[src/hdl/deq_pkg.sv]
// ----------------------------------------------------------------------------
// Deque package
// Shared beat types, operation and status codes, and the command and status
// groups that pass between the deque controller and its datapath.
// ----------------------------------------------------------------------------
package deq_pkg;

   // Fixed field widths of the request and response beats.
   localparam int unsigned POS_W = 6;
   localparam int unsigned VAL_W = 32;
   localparam int unsigned CNT_W = 7;

   // Operation selector carried by each request beat.
   typedef enum logic [2:0] {
      MODE_PUSH_HEAD = 3'd0,
      MODE_PUSH_TAIL = 3'd1,
      MODE_POP_HEAD  = 3'd2,
      MODE_POP_TAIL  = 3'd3,
      MODE_CLEAR     = 3'd4,
      MODE_READ      = 3'd5,
      MODE_WRITE     = 3'd6,
      MODE_DELETE    = 3'd7
   } mode_type;

   // Status code returned with each response beat.
   typedef enum logic [1:0] {
      ST_OK      = 2'd0,
      ST_ABSENT  = 2'd1,
      ST_FULL    = 2'd2,
      ST_BAD_POS = 2'd3
   } status_type;

   // Request beat.
   typedef struct packed {
      mode_type                  mode;
      logic signed [VAL_W-1:0]   value;
      logic        [POS_W-1:0]   position;
   } req_type;

   // Response beat.
   typedef struct packed {
      logic signed [VAL_W-1:0]   read_value;
      status_type                status;
      logic        [CNT_W-1:0]   count;
   } rsp_type;

   // Commands from the controller to the datapath.
   typedef struct packed {
      logic       latch_req;
      logic       push_head;
      logic       push_tail;
      logic       pop_head;
      logic       pop_tail;
      logic       clear_all;
      logic       write_at;
      logic       read_at;
      logic       shift_start;
      logic       shift_step;
      logic       set_result;
      status_type result_status;
      logic       capture_read;
      logic       load_rsp;
   } cmd_type;

   // Status from the datapath to the controller.
   typedef struct packed {
      mode_type mode;
      logic     full;
      logic     empty;
      logic     pos_ok;
      logic     pos_zero;
      logic     more_after_pos;
      logic     shift_more;
   } sts_type;

endpackage

[src/hdl/deque_indexed_access_delete.sv]
// ----------------------------------------------------------------------------
// Deque with indexed access and delete
// Bounded double-ended queue of signed values with push and pop at both
// ends, clear, and read, write and delete at a position counted from the head.
// ----------------------------------------------------------------------------
// Each request beat gives exactly one response beat carrying the value read
// (all ones unless a read succeeds), a status code and the entry count after
// the operation. Requests are handled one at a time: a request is taken only
// while the controller is idle, and a finished response waits in its own
// register so the next request can be taken meanwhile. A read passes
// through an extra wait state because of the registered memory read.
// Delete at position p with n entries held moves n - p - 1 entries
// through the single memory write port, one per cycle. Entries are never
// read before they are written, so the memory needs no clearing after
// reset.
module deque_indexed_access_delete #(
   parameter int unsigned DEPTH      = 64,
   parameter int unsigned DATA_WIDTH = 32
) (
   input  logic             clock,
   input  logic             reset,
   input  logic             req_valid,
   output logic             req_stall,
   input  deq_pkg::req_type req_data,
   output logic             rsp_valid,
   input  logic             rsp_stall,
   output deq_pkg::rsp_type rsp_data
);
   import deq_pkg::*;

   cmd_type cmd;
   sts_type sts;

   // Operation sequencing.
   deq_ctrl u_ctrl (
      .clock     (clock),
      .reset     (reset),
      .req_valid (req_valid),
      .req_stall (req_stall),
      .rsp_valid (rsp_valid),
      .rsp_stall (rsp_stall),
      .sts       (sts),
      .cmd       (cmd)
   );

   // Storage, pointers and result registers.
   deq_dp #(
      .DEPTH      (DEPTH),
      .DATA_WIDTH (DATA_WIDTH)
   ) u_dp (
      .clock    (clock),
      .reset    (reset),
      .req_data (req_data),
      .cmd      (cmd),
      .sts      (sts),
      .rsp_data (rsp_data)
   );

endmodule

[src/hdl/deq_dp.sv]
// ----------------------------------------------------------------------------
// Deque datapath
// Circular entry memory, head and count registers, the shift index used by
// delete, and the result and response registers.
// ----------------------------------------------------------------------------
module deq_dp #(
   parameter int unsigned DEPTH      = 64,
   parameter int unsigned DATA_WIDTH = 32
) (
   input  logic             clock,
   input  logic             reset,
   input  deq_pkg::req_type req_data,
   input  deq_pkg::cmd_type cmd,
   output deq_pkg::sts_type sts,
   output deq_pkg::rsp_type rsp_data
);
   import deq_pkg::*;

   localparam int unsigned AW = $clog2(DEPTH);
   localparam int unsigned CW = $clog2(DEPTH + 1);
   localparam int unsigned PW = (CW > POS_W) ? CW : POS_W;
   localparam int unsigned OW = CW + 1;

   // Physical slot of an entry given its offset from the head.
   function automatic logic [AW-1:0] slot_of(input logic [AW-1:0] head,
                                             input logic [OW-1:0] offset);
      logic [OW:0] sum;
      sum = (OW+1)'(head) + (OW+1)'(offset);
      if (sum >= (OW+1)'(DEPTH)) begin
         sum = sum - (OW+1)'(DEPTH);
      end
      return AW'(sum);
   endfunction

   logic [DATA_WIDTH-1:0] mem [DEPTH];
   logic [DATA_WIDTH-1:0] rdata_ff;

   mode_type              mode_ff;
   logic [DATA_WIDTH-1:0] value_ff;
   logic [POS_W-1:0]      pos_ff;

   logic [AW-1:0]         head_ff, head_in;
   logic [CW-1:0]         count_ff, count_in;
   logic [CW-1:0]         idx_ff, idx_in;

   logic [DATA_WIDTH-1:0] res_value_ff;
   status_type            res_status_ff;
   rsp_type               rsp_data_ff;

   logic [OW-1:0]         pos_off;
   logic [OW-1:0]         idx_off;
   logic [OW-1:0]         count_off;
   logic [AW-1:0]         head_inc;
   logic [AW-1:0]         head_dec;

   logic                  we;
   logic [AW-1:0]         waddr;
   logic [DATA_WIDTH-1:0] wdata;
   logic [AW-1:0]         raddr;

   // Offsets from the head, widened so that the sums below cannot wrap.
   assign pos_off   = OW'(pos_ff);
   assign idx_off   = OW'(idx_ff);
   assign count_off = OW'(count_ff);

   assign head_inc = slot_of(head_ff, OW'(1));
   assign head_dec = (head_ff == '0) ? AW'(DEPTH - 1) : head_ff - AW'(1);

   // Status toward the controller.
   assign sts.mode           = mode_ff;
   assign sts.full           = (count_ff == CW'(DEPTH));
   assign sts.empty          = (count_ff == '0);
   assign sts.pos_ok         = (PW'(pos_ff) < PW'(count_ff));
   assign sts.pos_zero       = (pos_ff == '0);
   assign sts.more_after_pos = ((pos_off + OW'(1)) < count_off);
   assign sts.shift_more     = ((idx_off + OW'(2)) < count_off);

   // Head and count updates.
   always_comb begin
      head_in  = head_ff;
      count_in = count_ff;
      if (cmd.clear_all) begin
         head_in  = '0;
         count_in = '0;
      end else if (cmd.push_head) begin
         head_in  = head_dec;
         count_in = count_ff + CW'(1);
      end else if (cmd.push_tail) begin
         count_in = count_ff + CW'(1);
      end else if (cmd.pop_head) begin
         head_in  = head_inc;
         count_in = count_ff - CW'(1);
      end else if (cmd.pop_tail) begin
         count_in = count_ff - CW'(1);
      end
   end

   // Shift index walks from the deleted position toward the tail.
   always_comb begin
      idx_in = idx_ff;
      if (cmd.shift_start) begin
         idx_in = CW'(pos_ff);
      end else if (cmd.shift_step) begin
         idx_in = idx_ff + CW'(1);
      end
   end

   // Memory write port selection.
   always_comb begin
      we    = 1'b0;
      waddr = slot_of(head_ff, idx_off);
      wdata = value_ff;
      if (cmd.push_head) begin
         we    = 1'b1;
         waddr = head_dec;
      end else if (cmd.push_tail) begin
         we    = 1'b1;
         waddr = slot_of(head_ff, count_off);
      end else if (cmd.write_at) begin
         we    = 1'b1;
         waddr = slot_of(head_ff, pos_off);
      end else if (cmd.shift_step) begin
         we    = 1'b1;
         wdata = rdata_ff;
      end
   end

   // Memory read address: the requested entry, or the entry that moves next.
   always_comb begin
      if (cmd.read_at) begin
         raddr = slot_of(head_ff, pos_off);
      end else if (cmd.shift_start) begin
         raddr = slot_of(head_ff, pos_off + OW'(1));
      end else begin
         raddr = slot_of(head_ff, idx_off + OW'(2));
      end
   end

   // Entry memory with registered read data.
   always_ff @(posedge clock) begin
      if (we) begin
         mem[waddr] <= wdata;
      end
      rdata_ff <= mem[raddr];
   end

   // Control registers.
   always_ff @(posedge clock) begin
      if (reset) begin
         head_ff  <= '0;
         count_ff <= '0;
      end else begin
         head_ff  <= head_in;
         count_ff <= count_in;
      end
   end

   // Payload registers: request fields, shift index, result and response.
   always_ff @(posedge clock) begin
      idx_ff <= idx_in;
      if (cmd.latch_req) begin
         mode_ff  <= req_data.mode;
         value_ff <= DATA_WIDTH'(req_data.value);
         pos_ff   <= req_data.position;
      end
      if (cmd.set_result) begin
         res_value_ff  <= '1;
         res_status_ff <= cmd.result_status;
      end else if (cmd.capture_read) begin
         res_value_ff <= rdata_ff;
      end
      if (cmd.load_rsp) begin
         rsp_data_ff.read_value <= VAL_W'(res_value_ff);
         rsp_data_ff.status     <= res_status_ff;
         rsp_data_ff.count      <= CNT_W'(count_ff);
      end
   end

   assign rsp_data = rsp_data_ff;

endmodule

[src/hdl/deq_ctrl.sv]
// ----------------------------------------------------------------------------
// Deque controller
// Sequences one request at a time: accept, execute, optional memory read or
// delete shift, then hand the result to the response register.
// ----------------------------------------------------------------------------
module deq_ctrl (
   input  logic             clock,
   input  logic             reset,
   input  logic             req_valid,
   output logic             req_stall,
   output logic             rsp_valid,
   input  logic             rsp_stall,
   input  deq_pkg::sts_type sts,
   output deq_pkg::cmd_type cmd
);
   import deq_pkg::*;

   typedef enum logic [2:0] {
      S_IDLE,
      S_EXEC,
      S_RDWAIT,
      S_SHIFT,
      S_EMIT
   } state_type;

   state_type state_ff, state_in;
   logic      rsp_valid_ff, rsp_valid_in;

   assign req_stall = (state_ff != S_IDLE);
   assign rsp_valid = rsp_valid_ff;

   // Next state and datapath commands.
   always_comb begin
      cmd      = '0;
      state_in = state_ff;
      unique case (state_ff)
         S_IDLE: begin
            if (req_valid) begin
               cmd.latch_req = 1'b1;
               state_in      = S_EXEC;
            end
         end
         S_EXEC: begin
            cmd.set_result    = 1'b1;
            cmd.result_status = ST_OK;
            state_in          = S_EMIT;
            unique case (sts.mode)
               MODE_PUSH_HEAD: begin
                  if (sts.full) begin
                     cmd.result_status = ST_FULL;
                  end else begin
                     cmd.push_head = 1'b1;
                  end
               end
               MODE_PUSH_TAIL: begin
                  if (sts.full) begin
                     cmd.result_status = ST_FULL;
                  end else begin
                     cmd.push_tail = 1'b1;
                  end
               end
               MODE_POP_HEAD: begin
                  if (sts.empty) begin
                     cmd.result_status = ST_ABSENT;
                  end else begin
                     cmd.pop_head = 1'b1;
                  end
               end
               MODE_POP_TAIL: begin
                  if (sts.empty) begin
                     cmd.result_status = ST_ABSENT;
                  end else begin
                     cmd.pop_tail = 1'b1;
                  end
               end
               MODE_CLEAR: begin
                  cmd.clear_all = 1'b1;
               end
               MODE_READ: begin
                  if (sts.pos_ok) begin
                     cmd.read_at = 1'b1;
                     state_in    = S_RDWAIT;
                  end else begin
                     cmd.result_status = ST_ABSENT;
                  end
               end
               MODE_WRITE: begin
                  if (sts.pos_ok) begin
                     cmd.write_at = 1'b1;
                  end else begin
                     cmd.result_status = ST_ABSENT;
                  end
               end
               MODE_DELETE: begin
                  // Deleting the head is a pop; deleting the tail only
                  // shrinks the count; anything between needs a shift.
                  if (!sts.pos_ok) begin
                     cmd.result_status = ST_BAD_POS;
                  end else if (sts.pos_zero) begin
                     cmd.pop_head = 1'b1;
                  end else if (sts.more_after_pos) begin
                     cmd.shift_start = 1'b1;
                     state_in        = S_SHIFT;
                  end else begin
                     cmd.pop_tail = 1'b1;
                  end
               end
               default: begin
                  cmd.result_status = ST_OK;
               end
            endcase
         end
         S_RDWAIT: begin
            cmd.capture_read = 1'b1;
            state_in         = S_EMIT;
         end
         S_SHIFT: begin
            // Each cycle moves one entry toward the head and reads the next.
            cmd.shift_step = 1'b1;
            if (!sts.shift_more) begin
               cmd.pop_tail = 1'b1;
               state_in     = S_EMIT;
            end
         end
         S_EMIT: begin
            if (!rsp_valid_ff || !rsp_stall) begin
               cmd.load_rsp = 1'b1;
               state_in     = S_IDLE;
            end
         end
         default: begin
            state_in = S_IDLE;
         end
      endcase
   end

   // Response valid: set on load, cleared when the beat is taken.
   always_comb begin
      if (cmd.load_rsp) begin
         rsp_valid_in = 1'b1;
      end else begin
         rsp_valid_in = rsp_valid_ff && rsp_stall;
      end
   end

   // State and registered outputs.
   always_ff @(posedge clock) begin
      if (reset) begin
         state_ff     <= S_IDLE;
         rsp_valid_ff <= 1'b0;
      end else begin
         state_ff     <= state_in;
         rsp_valid_ff <= rsp_valid_in;
      end
   end

endmodule
[config.mk]
export PLATFORM = sky130hd
export DESIGN_NAME = deque_indexed_access_delete
export DESIGN_NICKNAME = d
export VERILOG_FILES = /design/src/hdl/deq_pkg.sv /design/src/hdl/deque_indexed_access_delete.sv /design/src/hdl/deq_dp.sv /design/src/hdl/deq_ctrl.sv
export SDC_FILE = /design/constraint.sdc
export NUM_CORES = 2
export LEC_CHECK = 0
export BUFFER_PORTS_ARGS = -buffer_cell sky130_fd_sc_hd__buf_4
export CORE_MARGIN = 2
export CORE_UTILIZATION = 68
export CTS_CLUSTER_SIZE = 12
export DETAILED_ROUTE_END_ITERATION = 10
export PLACE_DENSITY = 0.85
export RECOVER_POWER = 50
export SYNTH_ARGS = -nofsm -noshare
export SYNTH_HDL_FRONTEND = slang
export SYNTH_HIERARCHICAL = 1
export SYNTH_SLANG_ARGS = --single-unit
export TNS_END_PERCENT = 50
[constraint.sdc]
create_clock -name clock -period 14.8 [get_ports clock]
set_input_delay 2.22 -clock clock [delete_from_list [all_inputs] [get_ports clock]]
set_output_delay 2.22 -clock clock [all_outputs]
set_load 0.03 [all_outputs]
# After elaboration in Yosys (flattened, before gate mapping)
# Memory sizes are Yosys's and may differ from the RTL's. A register that Yosys moved wholly into a read port is not among the register bits.
# Index checks and enable logic that the tools add are counted.
[word_totals] mem_count=1 mem_bits_rw=2048 wordCells=152 reg_bits=140 inputBits=45
[classes] n_lt_le_gt_ge=9 reduce_logical=19 n_mux=75 n_eq_ne=16 n_addsub=18
[mem_list] memory="u_dp.mem" depth=64 word_bits=32 rd=1 rd_ports_with_merged_regs=1 wr=1 line="deq_dp.sv:35" rtl="logic [DATA_WIDTH-1:0] mem [DEPTH];"
[op_table] cell="2-to-1 mux 32 bit" count=4
[op_table] cell="2-to-1 mux 6 bit" count=17
[op_table] cell="subtractor 6 x 1 -> 6 bit (second input constant)" count=7
[op_table] cell="2-to-1 mux 1 bit" count=31
[op_table] cell="2-to-1 mux 7 bit" count=4
[op_table] cell="2-to-1 mux 3 bit" count=9
[op_table] cell="adder 6 x 7 -> 8 bit" count=3
[op_table] cell="greater-or-equal comparator 9 x 7 -> 1 bit (second input constant)" count=2
[op_table] cell="greater-or-equal comparator 8 x 7 -> 1 bit (second input constant)" count=2
[op_table] cell="less-than comparator 8 x 7 -> 1 bit" count=2
[op_table] cell="== test 3 bit (second input constant)" count=5
[op_table] cell="case mux 3 bit (5 select lines)" count=1
[op_table] cell="adder 6 x 1 -> 7 bit (second input constant)" count=2
[op_table] cell="adder 7 x 1 -> 7 bit (second input constant)" count=2
[op_table] cell="greater-or-equal comparator 7 bit (second input constant)" count=2
[op_table] cell="== test 3 x 2 -> 1 bit (second input constant)" count=4
[op_table] cell="zero test 6 bit" count=2
[op_table] cell="adder 6 x 8 -> 9 bit" count=1
[op_table] cell="adder 7 x 2 -> 8 bit (second input constant)" count=1
[op_table] cell="case mux 2 bit (4 select lines)" count=1
[op_table] cell="OR reduction 2 bit" count=4
[op_table] cell="adder 6 x 6 -> 7 bit" count=1
[op_table] cell="== test 7 bit (second input constant)" count=1
[op_table] cell="zero test 7 bit" count=1
[op_table] cell="other kinds (18)" count=28

# Longest topological paths before layout
[depth] depth_word=12 ltp_mapped=28 mapped_depth_nobuf=23

# Modules after synthesis
# Netlist, hierarchy kept.
[modules_own_cells] module="deq_dp" seq_area_each_um2=65763.1 instances=1 area_per_inst_um2=89674.8 cells_each=6231
[modules_own_cells] module="deq_ctrl" seq_area_each_um2=80.1 instances=1 area_per_inst_um2=429.2 cells_each=59

# Least setup slack after synthesis
# Ideal clock, no wire load.
[synth_timing] kind="input-to-reg" start="input req_valid" end="register u_dp.mode_ff[0] (enable)" setup_slack_ns=7.740 arrival_ns=6.501 path_stages=1 path_buffers=0 required_time_ns=14.240 cell_sequence="nor4b_1"
[synth_via] elab_chain_cells=2
[synth_lines] element="start, declared" line="deque_indexed_access_delete.sv:22" rtl="input logic req_valid,"
[synth_lines] element="2-to-1 mux 1 bit" line="deq_ctrl.sv:38" rtl="if (req_valid) begin"
[synth_lines] element="2-to-1 mux 1 bit" line="deq_ctrl.sv:36" rtl="unique case (state_ff)"
[synth_lines] element="end signal, assigned" line="deq_dp.sv:162" rtl="mode_ff <= req_data.mode;"
[synth_lines] element="end, declared" line="deq_dp.sv:38" rtl="mode_type mode_ff;"
# Every way passes these cells.
# A chain may end at the register's enable or synchronous reset.

==> impl_metrics.py <==
metrics = {
    "sta": {
        "rsz0062_at_grt": "no",
        "slew_headroom_pct": -117,
        "setup_viol": 0,
        "drv_slew": 2161,
        "hold_viol_final": 0,
        "tightest_slew_ns": 3.26,
        "finClkSkew_ns": 0.0411,
        "fin_crit_sh_pct": 61.4,
        "post-route-min-period_ns": 9.09,
        "setup_tns_ns": 0,
        "fmax_ghz": 0.110,
    },
    "floorplan": {
        "start_util_pct": 68.5,
        "dieArea_sq_mm": 0.135,
        "core_sq_mm": 0.131,
        "die_y_microns": 368,
        "rows": 133,
        "io_pins": 88,
        "die_w_microns": 368,
    },
    "setup_path": {
        "end_kind": "flip-flop",
        "path_buf_inv": 5,
        "cp_max_fo": 143,
        "worstSetupPathType": "flip-flop to flip-flop",
        "worstReg2RegStart": "u_dp/pos_ff[1]",
        "r2r_cells": 25,
        "cp_top_family": "compound AO/OA/AOI/OAI gates",
        "max_stage_delay_ns": 1.13,
        "reg2reg_slack_ns": 5.71,
        "start_kind": "flip-flop",
        "crit_path_top_delay_cell": "o41ai_1",
        "crit_arrival_ns": 9.75,
        "r2r_end": "u_dp/rdata_ff[17]",
        "cp_common_cell": "o21a_1",
        "cp.required_ns": 15.46,
    },
    "yosys": {
        "synth_area_sq_mm": 0.0901,
        "avgSynthCellArea_sq_um": 14.3,
        "ys_types": 70,
        "yosys-top-cells-count": "2138 x edfxtp_1, 1244 x nand2_1, 653 x mux2i_1",
        "seq_area_frac_synth_pct": 73.1,
        "synth_edf_count": 2138,
        "synth_most_common_cell": "edfxtp_1",
        "synth_top_area_cell": "edfxtp_1",
        "synth_top_cell_area_share_pct": 71.3,
        "syn_nets": 6386,
        "ys_warn_count": 6,
        "ys_seq_elements": 2220,
        "synthArstFlopShare_pct": 0,
        "synthCells": 6290,
        "synth_ff_type": "edfxtp_1",
        "synth.area.top_cells": "edfxtp_1 71%, mux2i_1 7.3%, nand2_1 5.2%",
    },
    "drt": {
        "vias": 57000,
        "wire_per_inst_microns": 29.4,
        "ant_nets": 0,
        "drt_iter0_markers": 9654,
        "wirelength_mm": 241,
        "dr.pass1.iters": 10,
        "drc": 1,
        "routed_via_density": 6.96,
    },
    "placed_design": {
        "place_hpwl_mm": 121,
        "place_congestion": 0.869,
        "port_buffers": 87,
    },
    "hold_path": {
        "min_path_cells": 0,
        "min_to": "u_dp/rsp_data[11]",
        "hold_class": "flip-flop to flip-flop",
        "worstHoldStart": "u_dp/res_value_ff[2]",
    },
    "grt": {
        "grt_pass1_wl_mm": 353,
        "gr-usage-all-layers_pct": 35.3,
        "globalRouteOverflowTotal": 0,
        "first_global_vias": 56200,
        "antenna_found_initial": 1,
        "grt_max_degree": 154,
    },
    "pwr": {
        "power.density_mw_per_mm2": 130,
        "leakagePower_nw": 34.4,
        "power_mw": 12.9,
        "ir_drop_v": 0.000108,
    },
    "final_layout": {
        "syn_to_final_growth_pct": 9.77,
        "drive_gt1_share_pct": 8.54,
        "final_util_pct": 75.2,
        "diodes": 0,
        "nets": 6414,
    },
    "clocking": {
        "cts_tree": "built",
        "cts_root_buf": "clkbuf_16",
        "clkTransAtPathRegs_ns": 0.06,
        "clkLatencyLatePin_ns": 0.85,
        "ctsHoldBuffers": 0,
        "cts_sinks": 2220,
        "cts_max_path_buffers": 3,
        "cts_max_level": 4,
        "ctsResizeCount": 0,
        "cts_made_buffers": 210,
        "post-cts-setup-buffers": 0,
    },
    "run_status": {
        "violations": "DRC, capacitance limit, slew limit",
        "outcome": "finished with violations",
    },
    "run": {
        "max_cap_violations": 35,
    },
}
## cells by family after synthesis
family / Yosys count / synth area share [%]
AOI/OAI and AO/OA: 722 / 5.72
muxes: 693 / 7.75
DFF: 2220 / 73.1
adders and majority gates: 51 / 0.742
buffers and inverters: 447 / 2.01
and+or+nand+nor: 2122 / 10.4
xor gates and xnor gates: 35 / 0.340
## stage by stage
| step | std cells | instance area, sq um | setup slack (ns) | hold slack (ns) |
|---|---|---|---|---|
| after floorplan | 6290 | 90100 | 7.74 | 0.400 |
| final | 8198 | 98900 | 5.71 | 0.421 |
| after detailed placement | 7861 | 93100 | 6.59 | 0.408 |
| after CTS | 8198 | 99100 | 6.40 | 0.422 |
| after global routing | 8198 | 98900 | 5.14 | 0.427 |
| after global placement | 7861 | 93100 | 6.75 | 0.405 |
## metal layers
metal  part of all wire, %  vias to the layer above  wire length [microns]  track usage [%]
met5                0.0066                        -                     16                0
met4                   5.5                        2                  13300             17.7
met3                    15                      906                  36600             8.57
met2                    46                     4907                 111000             54.6
met1                    33                    27500                  80300             47.4
li1                      -                    23700                      -                -
## worst max path at each step
stage                           from                 to  slack, ns  cells after the start
global placement      u_dp/pos_ff[1]  u_dp/rdata_ff[18]       6.75                     25
detailed placement    u_dp/pos_ff[1]  u_dp/rdata_ff[18]       6.59                     25
global route        u_dp/count_ff[1]  u_dp/rdata_ff[17]       5.14                     23
floorplan                  req_valid    u_dp/mode_ff[0]       7.74                      1
CTS                   u_dp/pos_ff[1]  u_dp/rdata_ff[18]       6.40                     25
finish                u_dp/pos_ff[1]  u_dp/rdata_ff[17]       5.71                     25
## placed cells by master, fill, tap and decap left out, drive strengths merged, types with 6 or more instances in the layout
cell type,instances
a21o,16
dfxtp,82
nor4,67
clkbuf,408
a311oi,125
mux2i,653
nand3b,11
nor2,93
o21ai,82
clkinv,19
edfxtp,2138
or2,6
nand2,1244
a21oi,287
nand2b,8
or3,11
a211o,63
mux2,40
nand3,423
nor3,94
xor2,11
nor3b,6
inv,37
ha,47
xnor2,24
nand4,9
a211oi,10
a32o,32
nor2b,39
o41ai,65
and3,100
buf,133
## power breakdown
| part | total [mW] | internal [mW] | switching (mW) |
|---|---|---|---|
| Clock | 4.90 | 2.71 | 2.19 |
| Sequential | 7.03 | 6.99 | 0.0420 |
| Combinational | 0.952 | 0.271 | 0.681 |
| Total | 12.9 | 9.97 | 2.91 |
## sequential cells by signal, summed over array words and instances (netlist names)
signal	cells
u_dp/mem	2048
u_dp/rsp_data	41
u_dp/rdata_ff	32
u_dp/res_value_ff	32
u_dp/value_ff	32
u_dp/count_ff	7
u_dp/idx_ff	7
u_dp/head_ff	6
u_dp/pos_ff	6
u_ctrl/state_ff	3
u_dp/mode_ff	3
u_dp/res_status_ff	2
u_ctrl/rsp_valid	1
## cell type report
cell class | instances | area [sq um]
Sequential cell | 2220 | 65800
Tap cell | 1755 | 2200
Multi-Input combinational cell | 3623 | 23100
Clock inverter | 25 | 268
Inverter | 34 | 128
Fill cell | 7249 | 32600
Timing Repair Buffer | 229 | 1570
Clock buffer | 312 | 5800
No activity file was read; power rests on OpenSTA's default activity.
